### src/rtl/bbv_pkg.sv
// Shared types, constants and the search-key table for the bracket balance validator.
// No dependencies; every other file in rtl/ imports this package.
package bbv_pkg;

    localparam int MAX_BYTES = 1048576;
    localparam int CNT_W     = $clog2(MAX_BYTES + 1);
    localparam int MIN_W     = 21;
    localparam int CMP_W     = (CNT_W > MIN_W) ? CNT_W : MIN_W;
    localparam int KEY_LEN   = 13;
    localparam int PROG_W    = 4;

    localparam logic [MIN_W-1:0] MIN_BYTES_RST = MIN_W'(64);

    localparam logic [7:0] CH_NUL    = 8'h00;
    localparam logic [7:0] CH_BSLASH = 8'h5C;
    localparam logic [7:0] CH_QUOTE  = 8'h22;
    localparam logic [7:0] CH_LBRACE = 8'h7B;
    localparam logic [7:0] CH_RBRACE = 8'h7D;
    localparam logic [7:0] CH_LBRACK = 8'h5B;
    localparam logic [7:0] CH_RBRACK = 8'h5D;

    typedef struct packed {
        logic [7:0] text_byte;
        logic       last_byte;
    } t_beat;

    // Characters of the search key, by position.
    function automatic logic [7:0] key_char(input logic [PROG_W-1:0] idx);
        logic [7:0] c;
        unique case (idx)
            4'd0:    c = 8'h6D; // m
            4'd1:    c = 8'h6F; // o
            4'd2:    c = 8'h64; // d
            4'd3:    c = 8'h73; // s
            4'd4:    c = 8'h5F; // _
            4'd5:    c = 8'h73; // s
            4'd6:    c = 8'h65; // e
            4'd7:    c = 8'h74; // t
            4'd8:    c = 8'h74; // t
            4'd9:    c = 8'h69; // i
            4'd10:   c = 8'h6E; // n
            4'd11:   c = 8'h67; // g
            4'd12:   c = 8'h73; // s
            default: c = 8'h00;
        endcase
        return c;
    endfunction

endpackage

### src/rtl/bbv_in_reg.sv
// Input register of the bracket balance validator: holds one accepted beat.
// Depends on bbv_pkg for the beat type.
module bbv_in_reg (
    input  logic          i_clk,
    input  logic          i_rst_n,
    input  logic          i_valid,
    input  bbv_pkg::t_beat i_beat,
    input  logic          i_advance,
    output logic          o_stall,
    output logic          o_valid,
    output bbv_pkg::t_beat o_beat
);
    import bbv_pkg::*;

    logic   r_valid;
    t_beat  r_beat;
    logic   accept;

    assign o_stall = r_valid && !i_advance;
    assign accept  = i_valid && !o_stall;

    always_ff @(posedge i_clk) begin
        if (!i_rst_n) begin
            r_valid <= 1'b0;
        end else if (accept) begin
            r_valid <= 1'b1;
        end else if (i_advance) begin
            r_valid <= 1'b0;
        end
    end

    always_ff @(posedge i_clk) begin
        if (accept) begin
            r_beat <= i_beat;
        end
    end

    assign o_valid = r_valid;
    assign o_beat  = r_beat;
endmodule

### src/rtl/bbv_scan.sv
// Text state of the bracket balance validator: length, depths, string and escape flags,
// key search and sticky failure, plus the min_bytes register. Depends on bbv_pkg.
module bbv_scan (
    input  logic                     i_clk,
    input  logic                     i_rst_n,
    input  logic                     i_cfg_wr_en,
    input  logic [bbv_pkg::MIN_W-1:0] i_cfg_wr_data,
    input  logic                     i_fire,
    input  bbv_pkg::t_beat           i_beat,
    output logic                     o_verdict
);
    import bbv_pkg::*;

    localparam logic [CNT_W-1:0] CNT_MAX = CNT_W'(MAX_BYTES);
    localparam logic [PROG_W-1:0] KEY_END = PROG_W'(KEY_LEN);

    logic [MIN_W-1:0]  r_min_bytes;
    logic [CNT_W-1:0]  r_count, n_count;
    logic [CNT_W-1:0]  r_brace, n_brace;
    logic [CNT_W-1:0]  r_bracket, n_bracket;
    logic              r_in_str, n_in_str;
    logic              r_skip, n_skip;
    logic [PROG_W-1:0] r_prog, n_prog;
    logic              r_key, n_key;
    logic              r_failed, n_failed;
    logic [7:0]        c;

    assign c = i_beat.text_byte;

    always_comb begin
        n_count   = r_count;
        n_brace   = r_brace;
        n_bracket = r_bracket;
        n_in_str  = r_in_str;
        n_skip    = r_skip;
        n_prog    = r_prog;
        n_key     = r_key;
        n_failed  = r_failed;

        if (r_count >= CNT_MAX) begin
            n_failed = 1'b1;
        end else begin
            n_count = r_count + 1'b1;
        end

        // The key has no self-overlap, so a mismatch restarts on its first letter only.
        if (r_prog < KEY_END && c == key_char(r_prog)) begin
            n_prog = r_prog + 1'b1;
        end else if (c == key_char('0)) begin
            n_prog = PROG_W'(1);
        end else begin
            n_prog = '0;
        end
        if (n_prog >= KEY_END) begin
            n_key  = 1'b1;
            n_prog = '0;
        end

        if (r_skip) begin
            n_skip = 1'b0;
        end else if (c == CH_NUL) begin
            n_failed = 1'b1;
        end else if (r_in_str) begin
            if (c == CH_BSLASH) begin
                n_skip = 1'b1;
            end else if (c == CH_QUOTE) begin
                n_in_str = 1'b0;
            end
        end else begin
            case (c)
                CH_QUOTE: n_in_str = 1'b1;
                CH_LBRACE: begin
                    if (r_brace >= CNT_MAX) n_failed = 1'b1;
                    else                    n_brace  = r_brace + 1'b1;
                end
                CH_RBRACE: begin
                    if (r_brace == '0) n_failed = 1'b1;
                    else               n_brace  = r_brace - 1'b1;
                end
                CH_LBRACK: begin
                    if (r_bracket >= CNT_MAX) n_failed  = 1'b1;
                    else                      n_bracket = r_bracket + 1'b1;
                end
                CH_RBRACK: begin
                    if (r_bracket == '0) n_failed  = 1'b1;
                    else                 n_bracket = r_bracket - 1'b1;
                end
                default: ;
            endcase
        end
    end

    assign o_verdict = !n_failed && n_key
                    && (CMP_W'(n_count) >= CMP_W'(r_min_bytes))
                    && !n_in_str && !n_skip
                    && (n_brace == '0) && (n_bracket == '0);

    always_ff @(posedge i_clk) begin
        if (!i_rst_n) begin
            r_min_bytes <= MIN_BYTES_RST;
        end else if (i_cfg_wr_en) begin
            r_min_bytes <= i_cfg_wr_data;
        end
    end

    // The last beat of a text clears everything for the next text.
    always_ff @(posedge i_clk) begin
        if (!i_rst_n || (i_fire && i_beat.last_byte)) begin
            r_count   <= '0;
            r_brace   <= '0;
            r_bracket <= '0;
            r_in_str  <= 1'b0;
            r_skip    <= 1'b0;
            r_prog    <= '0;
            r_key     <= 1'b0;
            r_failed  <= 1'b0;
        end else if (i_fire) begin
            r_count   <= n_count;
            r_brace   <= n_brace;
            r_bracket <= n_bracket;
            r_in_str  <= n_in_str;
            r_skip    <= n_skip;
            r_prog    <= n_prog;
            r_key     <= n_key;
            r_failed  <= n_failed;
        end
    end
endmodule

### src/rtl/bbv_out_reg.sv
// Result register of the bracket balance validator: holds one verdict until taken.
// Depends on bbv_pkg only through the shared import convention.
module bbv_out_reg (
    input  logic i_clk,
    input  logic i_rst_n,
    input  logic i_load,
    input  logic i_verdict,
    input  logic i_stall,
    output logic o_valid,
    output logic o_plausible
);
    import bbv_pkg::*;

    logic r_valid;
    logic r_plausible;

    always_ff @(posedge i_clk) begin
        if (!i_rst_n) begin
            r_valid <= 1'b0;
        end else if (i_load) begin
            r_valid <= 1'b1;
        end else if (!i_stall) begin
            r_valid <= 1'b0;
        end
    end

    always_ff @(posedge i_clk) begin
        if (i_load) begin
            r_plausible <= i_verdict;
        end
    end

    assign o_valid     = r_valid;
    assign o_plausible = r_plausible;
endmodule

### src/rtl/bracket_balance_validator.sv
// Bracket balance validator: takes a text one byte per beat and, on the beat marked
// last, returns one verdict on whether the text is plausible. A byte can be accepted
// every clock while the input is not stalled; a byte waits in the input register and
// is scanned as it leaves it, and the verdict of a last byte is registered in the
// result register until the sink takes it. Input stall rises only when a last byte
// waits behind a verdict the sink has not taken.
// min_bytes may be written only while no text is in flight; it resets to 64.
// Depends on bbv_pkg, bbv_in_reg, bbv_scan and bbv_out_reg.
module bracket_balance_validator (
    input  logic                      i_clk,
    input  logic                      i_rst_n,
    input  logic                      i_cfg_wr_en,
    input  logic [bbv_pkg::MIN_W-1:0] i_cfg_wr_data,
    input  logic                      i_in_valid,
    output logic                      o_in_stall,
    input  logic [7:0]                i_text_byte,
    input  logic                      i_last_byte,
    output logic                      o_out_valid,
    input  logic                      i_out_stall,
    output logic                      o_plausible
);
    import bbv_pkg::*;

    t_beat in_beat;
    t_beat cur_beat;
    logic  cur_valid;
    logic  advance;
    logic  verdict;

    assign in_beat = '{text_byte: i_text_byte, last_byte: i_last_byte};

    // A non-last byte never needs the result register, so only a last byte can wait.
    assign advance = cur_valid && (!cur_beat.last_byte || !o_out_valid || !i_out_stall);

    bbv_in_reg u_in (
        .i_clk     (i_clk),
        .i_rst_n   (i_rst_n),
        .i_valid   (i_in_valid),
        .i_beat    (in_beat),
        .i_advance (advance),
        .o_stall   (o_in_stall),
        .o_valid   (cur_valid),
        .o_beat    (cur_beat)
    );

    bbv_scan u_scan (
        .i_clk         (i_clk),
        .i_rst_n       (i_rst_n),
        .i_cfg_wr_en   (i_cfg_wr_en),
        .i_cfg_wr_data (i_cfg_wr_data),
        .i_fire        (advance),
        .i_beat        (cur_beat),
        .o_verdict     (verdict)
    );

    bbv_out_reg u_out (
        .i_clk       (i_clk),
        .i_rst_n     (i_rst_n),
        .i_load      (advance && cur_beat.last_byte),
        .i_verdict   (verdict),
        .i_stall     (i_out_stall),
        .o_valid     (o_out_valid),
        .o_plausible (o_plausible)
    );
endmodule

### config.mk
export PLATFORM = sky130hd
export DESIGN_NAME = bracket_balance_validator
export DESIGN_NICKNAME = d
export VERILOG_FILES = /design/src/rtl/bbv_pkg.sv /design/src/rtl/bbv_in_reg.sv /design/src/rtl/bbv_scan.sv /design/src/rtl/bbv_out_reg.sv /design/src/rtl/bracket_balance_validator.sv
export SDC_FILE = /design/constraint.sdc
export NUM_CORES = 1
export LEC_CHECK = 0
export ABC_CLOCK_PERIOD_IN_PS = 6900
export BUFFER_PORTS_ARGS = -buffer_cell sky130_fd_sc_hd__buf_2
export CORE_MARGIN = 2
export CORE_UTILIZATION = 31
export CTS_BUF_LIST = sky130_fd_sc_hd__clkbuf_4
export CTS_CLUSTER_DIAMETER = 80
export DETAILED_ROUTE_END_ITERATION = 16
export GPL_TIMING_DRIVEN = 0
export PLACE_DENSITY = 0.43
export SYNTH_ARGS = -nofsm -noshare
export SYNTH_HDL_FRONTEND = slang
export SYNTH_SLANG_ARGS = --single-unit
### constraint.sdc
create_clock -name i_clk -period 6.9 [get_ports i_clk]
set_input_delay 1.38 -clock i_clk [delete_from_list [all_inputs] [get_ports i_clk]]
set_output_delay 1.38 -clock i_clk [all_outputs]
set_load 0.05 [all_outputs]
==> out/summary.txt, run 1 <==
=================================================================================
Outcome ............................................................ finished, violations left
Failing checks ..................................................... max-capacitance violations
Largest delay contributor family on the critical path .............. simple AND/OR/NAND/NOR gates
Post-CTS setup repair buffer count .................................            0
Tightest slew margin relative to the limit .........................        2.63%
Crit-path cells .................................................... clkbuf_1 -> nand4b_1 -> nor2_1 -> nand3_1 -> o32ai_1 -> xnor2_1 -> nand4_1 -> or4_1 -> nor4_2
Buffering stage count on the worst path with inverters included ....            1
Growth of design area from synthesis to finish .....................        9.55%
Arrival time at the worst endpoint .................................      4.92 ns
Congestion Overflow GR .............................................            0
Detail-routed via count per cell ...................................         5.60
Number of design rule violations left after detail routing .........            0
Number of flip-flops and latches in the synthesized netlist ........          111
Final-report setup violation count .................................            0
Number of core rows ................................................           59
Min Tclk post-route ................................................      4.64 ns
Sequential-to-total area share from yosys stat .....................        28.6%
Routability congestion estimate from global placement ..............        0.895
Number of buffers between clock root and the deepest sink ..........            2
Type of the worst setup path .......................................   reg -> reg
Peak supply drop ...................................................     0.108 mV
CORE AREA ..........................................................  0.0259 mm^2
Maximum level of the CTS H-tree ....................................            3
Total wire length after detailed routing ...........................      28.6 mm
Share of async-settable or async-resettable flops after synthesis ..           0%
Number of routed nets with antenna violations ......................            0
Number of nets in the finished design ..............................         1158
I/O pin cnt ........................................................           38
Largest stage delay on the critical path ...........................      0.79 ns
Most used flip-flop cell after synthesis ...........................      dfxtp_1
TritonCTS clock tree ...............................................          yes
Total number of yosys warnings .....................................            0
Required arrival time at the worst endpoint ........................      7.17 ns
Maximum achievable frequency .......................................      215 MHz
Power density relative to cell area ................................  150 mW/mm^2
Number of antenna violations at the first check in global routing ..            1
Number of flops mapped to enable cells by yosys ....................           10
Netlist area before placement ...................................... 0.00812 mm^2
Global-route wire length before repair .............................      44.9 mm
Critical Path Fanout Max ...........................................           10
Source-to-sink clock delay at the later pin of the worst-skew pair .      0.54 ns
Maximum number of pins on one net before global-route repair .......           22
Tcrit/Tclk final ...................................................        67.3%
Setup crit end kind ................................................     register
Initial core utilization ...........................................        31.3%
Unrepaired setup endpoints after global routing ....................        false
Setup Slack @ Placement ............................................      2.34 ns
Vias ...............................................................         8015
Total Negative Setup Slacks ........................................         0 ns
Die Area ...........................................................  0.0275 mm^2
Overall Global Routing Usage .......................................        20.6%
CP max-delay cell ..................................................       nor2_1
Routed WL per cell .................................................      20.0 um
Worst path setup slack after routing ...............................      2.26 ns
DIE WIDTH ..........................................................       166 um
Critical Path Source Type ..........................................     register
Number of global-route vias before repair ..........................         7610
Clock slew seen by the registers of the worst setup and hold paths .      0.20 ns
Final hold vios ....................................................            0
Post-synthesis cell count ..........................................         1042
P_leak .............................................................      3.28 nW
Detailed Routing Iterations Pass 1 .................................            5
Hold Crit Class ....................................................   reg -> reg
Clock sinks ........................................................          111
Number of buffers created by CTS ...................................            9
Clock Tree Root ....................................................     clkbuf_4
Vert. Die Dim ......................................................       166 um
Post-Synthesis Net Count ...........................................         1110
Number of buffer cells added on primary ports ......................           36
CTS Hold Bufs ......................................................            0
Number of gates resized after CTS ..................................            0
Avg Synthesized Cell Area ..........................................    7.79 um^2
Layout cells sized above 1 .........................................        9.22%
Distinct cell type count of the synthesized netlist ................           87
Placed wire-length estimate after detailed placement ...............      21.0 mm
Number of max-cap violations .......................................            1
Detailed router's first-iteration violation count ..................          784
Max-slew violations ................................................            0
Setup clock skew after layout ......................................    0.0413 ns
Total chip power ...................................................      1.33 mW
Slew at the pin closest to its max-slew limit ......................      1.45 ns
=================================================================================
-- cells in the final DEF, fill, tap and decap left out, drive strengths merged, types with 23 or more instances in the layout --
cell type,count
dfxtp,101
mux2i,24
xor2,35
buf,55
nor2b,29
nand4,23
xnor2,37
clkbuf,70
nand2,86
o21ai,43
inv,46
ha,33
a21oi,57
nor3,36
nor2,110
nor4,29
nand3,34
-- synth_stat cells (7+ instances only) --
| master | count | area (um^2) |
|---|---|---|
| a211oi_1 | 22 | 165 |
| a21o_1 | 7 | 52.6 |
| a21oi_1 | 57 | 285 |
| a31oi_1 | 13 | 81.3 |
| a41oi_1 | 7 | 61.3 |
| and3_1 | 9 | 56.3 |
| buf_2 | 8 | 40.0 |
| clkbuf_1 | 56 | 210 |
| dfxtp_1 | 101 | 2020 |
| edfxtp_1 | 10 | 300 |
| ha_1 | 33 | 413 |
| inv_1 | 42 | 158 |
| mux2i_1 | 24 | 240 |
| nand2_1 | 86 | 323 |
| nand3_1 | 34 | 170 |
| nand4_1 | 23 | 144 |
| nor2_1 | 108 | 405 |
| nor2b_1 | 29 | 181 |
| nor3_1 | 36 | 180 |
| nor4_1 | 27 | 169 |
| o211ai_1 | 9 | 67.6 |
| o21ai_0 | 42 | 210 |
| o31ai_1 | 10 | 75.1 |
| or3_1 | 13 | 81.3 |
| or4_1 | 17 | 128 |
| xnor2_1 | 37 | 324 |
| xor2_1 | 35 | 307 |
-- kinds of logic (layout without fill, tap and decap cells) --
logic type,Yosys count,in the layout,share of synthesized area [%]
compound gates,233,233,19.5
xor+xnor,72,72,7.76
fa+ha+maj,33,33,5.08
buf+inv,121,174,6.55
flops,111,111,28.6
mux,29,29,3.65
other cells,0,2,0
simple gates,443,443,28.8
-- worst paths after layout --
path,endpoint,slack [ns],startpoint,depth (start not counted)
min,u_out.o_valid,0.50,u_out.o_valid,2
max,u_out.o_plausible,2.26,u_in.o_beat[2],9
max reg2reg,u_out.o_plausible,2.26,u_in.o_beat[2],9
min reg2reg,u_out.o_valid,0.50,u_out.o_valid,2
-- where the power goes --
part	switching (mW)	leakage [nW]	internal (mW)
combinational	0.162	2.28	0.0877
sequential	0.0143	0.917	0.670
clock	0.277	0.0838	0.121
total	0.454	3.28	0.879
-- layer usage --
| metal | share of wire, % | routed length, um | global-route usage [%] |
|---|---|---|---|
| met1 | 48 | 13700 | 29.1 |
| met2 | 45 | 12800 | 32.4 |
| met3 | 5.5 | 1570 | 3.74 |
| met4 | 1.9 | 542 | 5.07 |
| met5 | 0 | 0 | 0 |
-- metrics by stage --
step	utilization [%]	std cells	hold WS [ns]	cell area, um^2
detailed placement	33.7	1414	0.480	8730
floorplan	-	1042	0.437	8120
global route	34.3	1432	0.531	8900
finish	34.3	1432	0.502	8900
global placement	33.7	1413	0.472	8720
CTS	34.3	1430	0.504	8890
-- worst reg2reg max path, cell delays in order, from the launching register on --
cell	delay (ns)
edfxtp_1	0.40
clkbuf_1	0.36
nand4b_1	0.65
nor2_1	0.80
nand3_1	0.27
o32ai_1	0.35
xnor2_1	0.26
nand4_1	0.16
or4_1	0.64
nor4_2	0.53
-- flip-flops by register name, indices dropped and copies added, names as in the netlist, named ones only --
register,cells
u_scan.r_brace,21
u_scan.r_bracket,21
u_scan.r_count,21
u_scan.r_min_bytes,21
u_in.o_beat,9
u_scan.r_prog,4
u_in.o_valid,1
u_out.o_plausible,1
u_out.o_valid,1
u_scan.r_failed,1
u_scan.r_in_str,1
u_scan.r_key,1
u_scan.r_skip,1
-- final cells by class --
type | count | area (um^2)
antenna | 2 | 5.00
sequential | 111 | 2320
clock buffer | 9 | 67.6
buffer | 79 | 374
multi-input combinational | 810 | 5270
tap | 335 | 419
fill | 2810 | 17000
clock inverter | 7 | 93.8
inverter | 42 | 158
timing repair buffer | 37 | 185
No activity file was read; power rests on OpenSTA's default activity.
==> run 2, diff against run 1 <==
- ABC_CLOCK_PERIOD_IN_PS: 6900 -> 4000
- PLACE_DENSITY: 0.43 -> 0.45
- clock period: 6.9 -> 4 ns (I/O delays scaled with it)
==> run 2 against run 1 <==
The run now ends clean; non-clock buffer count grew 5; fmax rose by 20%; sequential share of layout area shrank 0.48 points; routed wire length increased by 0.24%; via count up 1.7%; setup slack worse by 2.1 ns; register-to-register slack got worse by 2.1 ns; clock skew up 0.0034 ns; die area unchanged; critical path depth up 1; final cell count is 0.28% higher; largest power group unchanged; highest routed layer unchanged.
==> out/summary.txt, run 2 (same netlist as run 1, synthesis figures left out) <==
=================================================================================
Number of design rule violations left after detail routing .........            0
Number of buffer cells added on primary ports ......................           36
Final hold vios ....................................................            0
Top metal layer carrying routed signals ............................         met4
Critical Path Fanout Max ...........................................           10
CP max-delay cell ..................................................        or4_4
Setup clock skew after layout ......................................    0.0447 ns
Tightest slew margin relative to the limit .........................        35.0%
Maximum achievable frequency .......................................      259 MHz
Cell internal pwr ..................................................      1.48 mW
Slew at the pin closest to its max-slew limit ......................     0.967 ns
CORE AREA ..........................................................  0.0259 mm^2
Number of global-route vias before repair ..........................         7717
Flop-to-flop setup slack ...........................................      0.14 ns
TritonCTS clock tree ...............................................          yes
Most numerous cell on the critical path ............................       nor4_4
Number of nets in the finished design ..............................         1163
Outcome ............................................................ finished clean
Placed wire-length estimate after detailed placement ...............      20.9 mm
Vias ...............................................................         8152
Routability congestion estimate from global placement ..............        0.888
Final-report setup violation count .................................            0
Crit-path cells .................................................... clkbuf_1 -> nor4_4 -> nand3_1 -> clkbuf_2 -> o2111ai_1 -> o311ai_1 -> nor4_1 -> nand4_1 -> or4_4 -> nor4_4
Layout cells sized above 1 .........................................        13.5%
Total wire length after detailed routing ...........................      28.7 mm
Summed area of non-filler cells in the final layout ................ 0.00914 mm^2
Metal3 WL ..........................................................      1.49 mm
Most common library cell in the layout ignoring fill and taps ......       nor2_1
Cell area reported after detailed placement ........................ 0.00873 mm^2
P_leak .............................................................      3.38 nW
Most frequent cells in the layout .................................. 104 x nor2_1, 93 x dfxtp_1, 85 x nand2_1, 56 x a21oi_1, 45 x clkbuf_1
Hold Path End ...................................................... u_in.o_beat[1]
Number of buffers created by CTS ...................................            9
Met2 layer wire length in the routed design ........................      13.1 mm
Peak supply drop ...................................................     0.124 mV
Number of routed nets with antenna violations ......................            0
Total chip power ...................................................      2.27 mW
Maximum number of pins on one net before global-route repair .......           24
Max-slew violations ................................................            0
Source-to-sink clock delay at the later pin of the worst-skew pair .      0.54 ns
Global-route wire length before repair .............................      44.6 mm
Growth of design area from synthesis to finish .....................        12.6%
Largest stage delay on the critical path ...........................      0.57 ns
Largest delay contributor family on the critical path .............. simple AND/OR/NAND/NOR gates
Share of total power in sequential cells ...........................        52.0%
Arrival time at the worst endpoint .................................      4.19 ns
Clock sinks ........................................................          111
Unrepaired setup endpoints after global routing ....................        false
Routed WL per cell .................................................      20.0 um
Detailed Routing Iterations Pass 1 .................................            5
Number of max-cap violations .......................................            0
Clock Tree Root ....................................................     clkbuf_4
Vert. Die Dim ......................................................       166 um
Clock slew seen by the registers of the worst setup and hold paths .      0.22 ns
Setup crit end kind ................................................     register
Layout filler cell count ...........................................         2780
Proportion of total power due to net switching .....................        34.8%
Min Tclk post-route ................................................      3.86 ns
Hold Crit Class ....................................................    in -> reg
Switching power total ..............................................       791 uW
Number of core rows ................................................           59
Type of the worst setup path .......................................   reg -> reg
Total Negative Setup Slacks ........................................         0 ns
Buffering stage count on the worst path with inverters included ....            2
Die Area ...........................................................  0.0275 mm^2
Power density relative to cell area ................................  249 mW/mm^2
Number of stages on the worst hold path ............................            1
Hold_sp ............................................................ i_text_byte[0]
Congestion Overflow GR .............................................            0
Required arrival time at the worst endpoint ........................      4.33 ns
DIE WIDTH ..........................................................       166 um
Wire length on met1 ................................................      13.3 mm
Overall Global Routing Usage .......................................        20.2%
Number of antenna violations at the first check in global routing ..            1
RR Startpoint ...................................................... u_scan.r_bracket[3]
Share of total power in combinational logic ........................        19.9%
Tcrit/Tclk final ...................................................        96.4%
Initial core utilization ...........................................        31.3%
Detailed router's first-iteration violation count ..................          682
Detail-routed via count per cell ...................................         5.68
Reg-to-Reg End ..................................................... u_out.o_plausible
Final Hold Slack ...................................................     0.415 ns
Clock Power Share ..................................................        28.1%
I/O pin cnt ........................................................           38
Number of cells on the worst reg-to-reg path .......................           10
Critical Path Source Type ..........................................     register
Number of buffers between clock root and the deepest sink ..........            2
Maximum level of the CTS H-tree ....................................            3
=================================================================================
[run 2: routing by layer]
metal,track usage (%),up-vias
li1,-,3922
met1,27.4,3902
met2,33.4,278
met3,2.50,50
met4,6.84,0
met5,0,-
[run 2: power by group through the flow]
stage	Sequential, mW	Combinational (mW)	Clock, mW
CTS	1.18	0.432	0.667
detailed placement	1.20	0.423	0
floorplan	1.20	0.287	0
finish	1.18	0.454	0.638
global placement	1.20	0.425	0
global route	1.19	0.494	0.697
[run 2: metrics by stage]
stage                     instances  utilization, %  worst slack (ns)
final                          1436            35.3             0.143
after floorplan                1042               -             0.540
after global placement         1413            33.7            -0.604
after global routing           1436            35.3           0.00134
after CTS                      1429            34.6          0.000226
after detailed placement       1414            33.7            -0.495
[run 2: worst register-to-register path: cells and delay by family (launching register included)]
kind	cells	cell delay [ns]
buffers and inverters	2	0.56
DFF	1	0.35
and+or+nand+nor	6	2.33
AOI/OAI and AO/OA	2	0.45
[run 2: final cells by class]
| type | count | area [um^2] | area share, % |
|---|---|---|---|
| Antenna cell | 1 | 2.50 | 0.0274 |
| Sequential cell | 111 | 2340 | 25.6 |
| Clock buffer | 9 | 67.6 | 0.739 |
| Buffer | 70 | 348 | 3.80 |
| Tap cell | 335 | 419 | 4.58 |
| Inverter | 42 | 158 | 1.72 |
| Timing Repair Buffer | 51 | 290 | 3.17 |
| Clock inverter | 7 | 95.1 | 1.04 |
| Multi-Input combinational cell | 810 | 5420 | 59.3 |
[run 2: worst max path at each step]
stage	to	cells past startpoint	slack, ns	from
floorplan	u_out.o_plausible	12	0.54	u_scan.r_brace[0]
global placement	u_out.o_plausible	9	-0.60	u_in.o_beat[2]
detailed placement	u_out.o_plausible	9	-0.49	u_in.o_beat[2]
CTS	u_out.o_plausible	10	0.0002	u_in.o_beat[2]
global route	u_out.o_plausible	15	0.001	u_scan.r_count[0]
finish	u_out.o_plausible	10	0.14	u_scan.r_bracket[3]
[run 2: repair_timing]
action | CTS | global route
endpoints found under the setup margin | 1 | 1
gates resized for setup | 21 | 27
setup buffers | 1 | 13
pin swaps | 2 | 8
hold buffers | 0 | 0
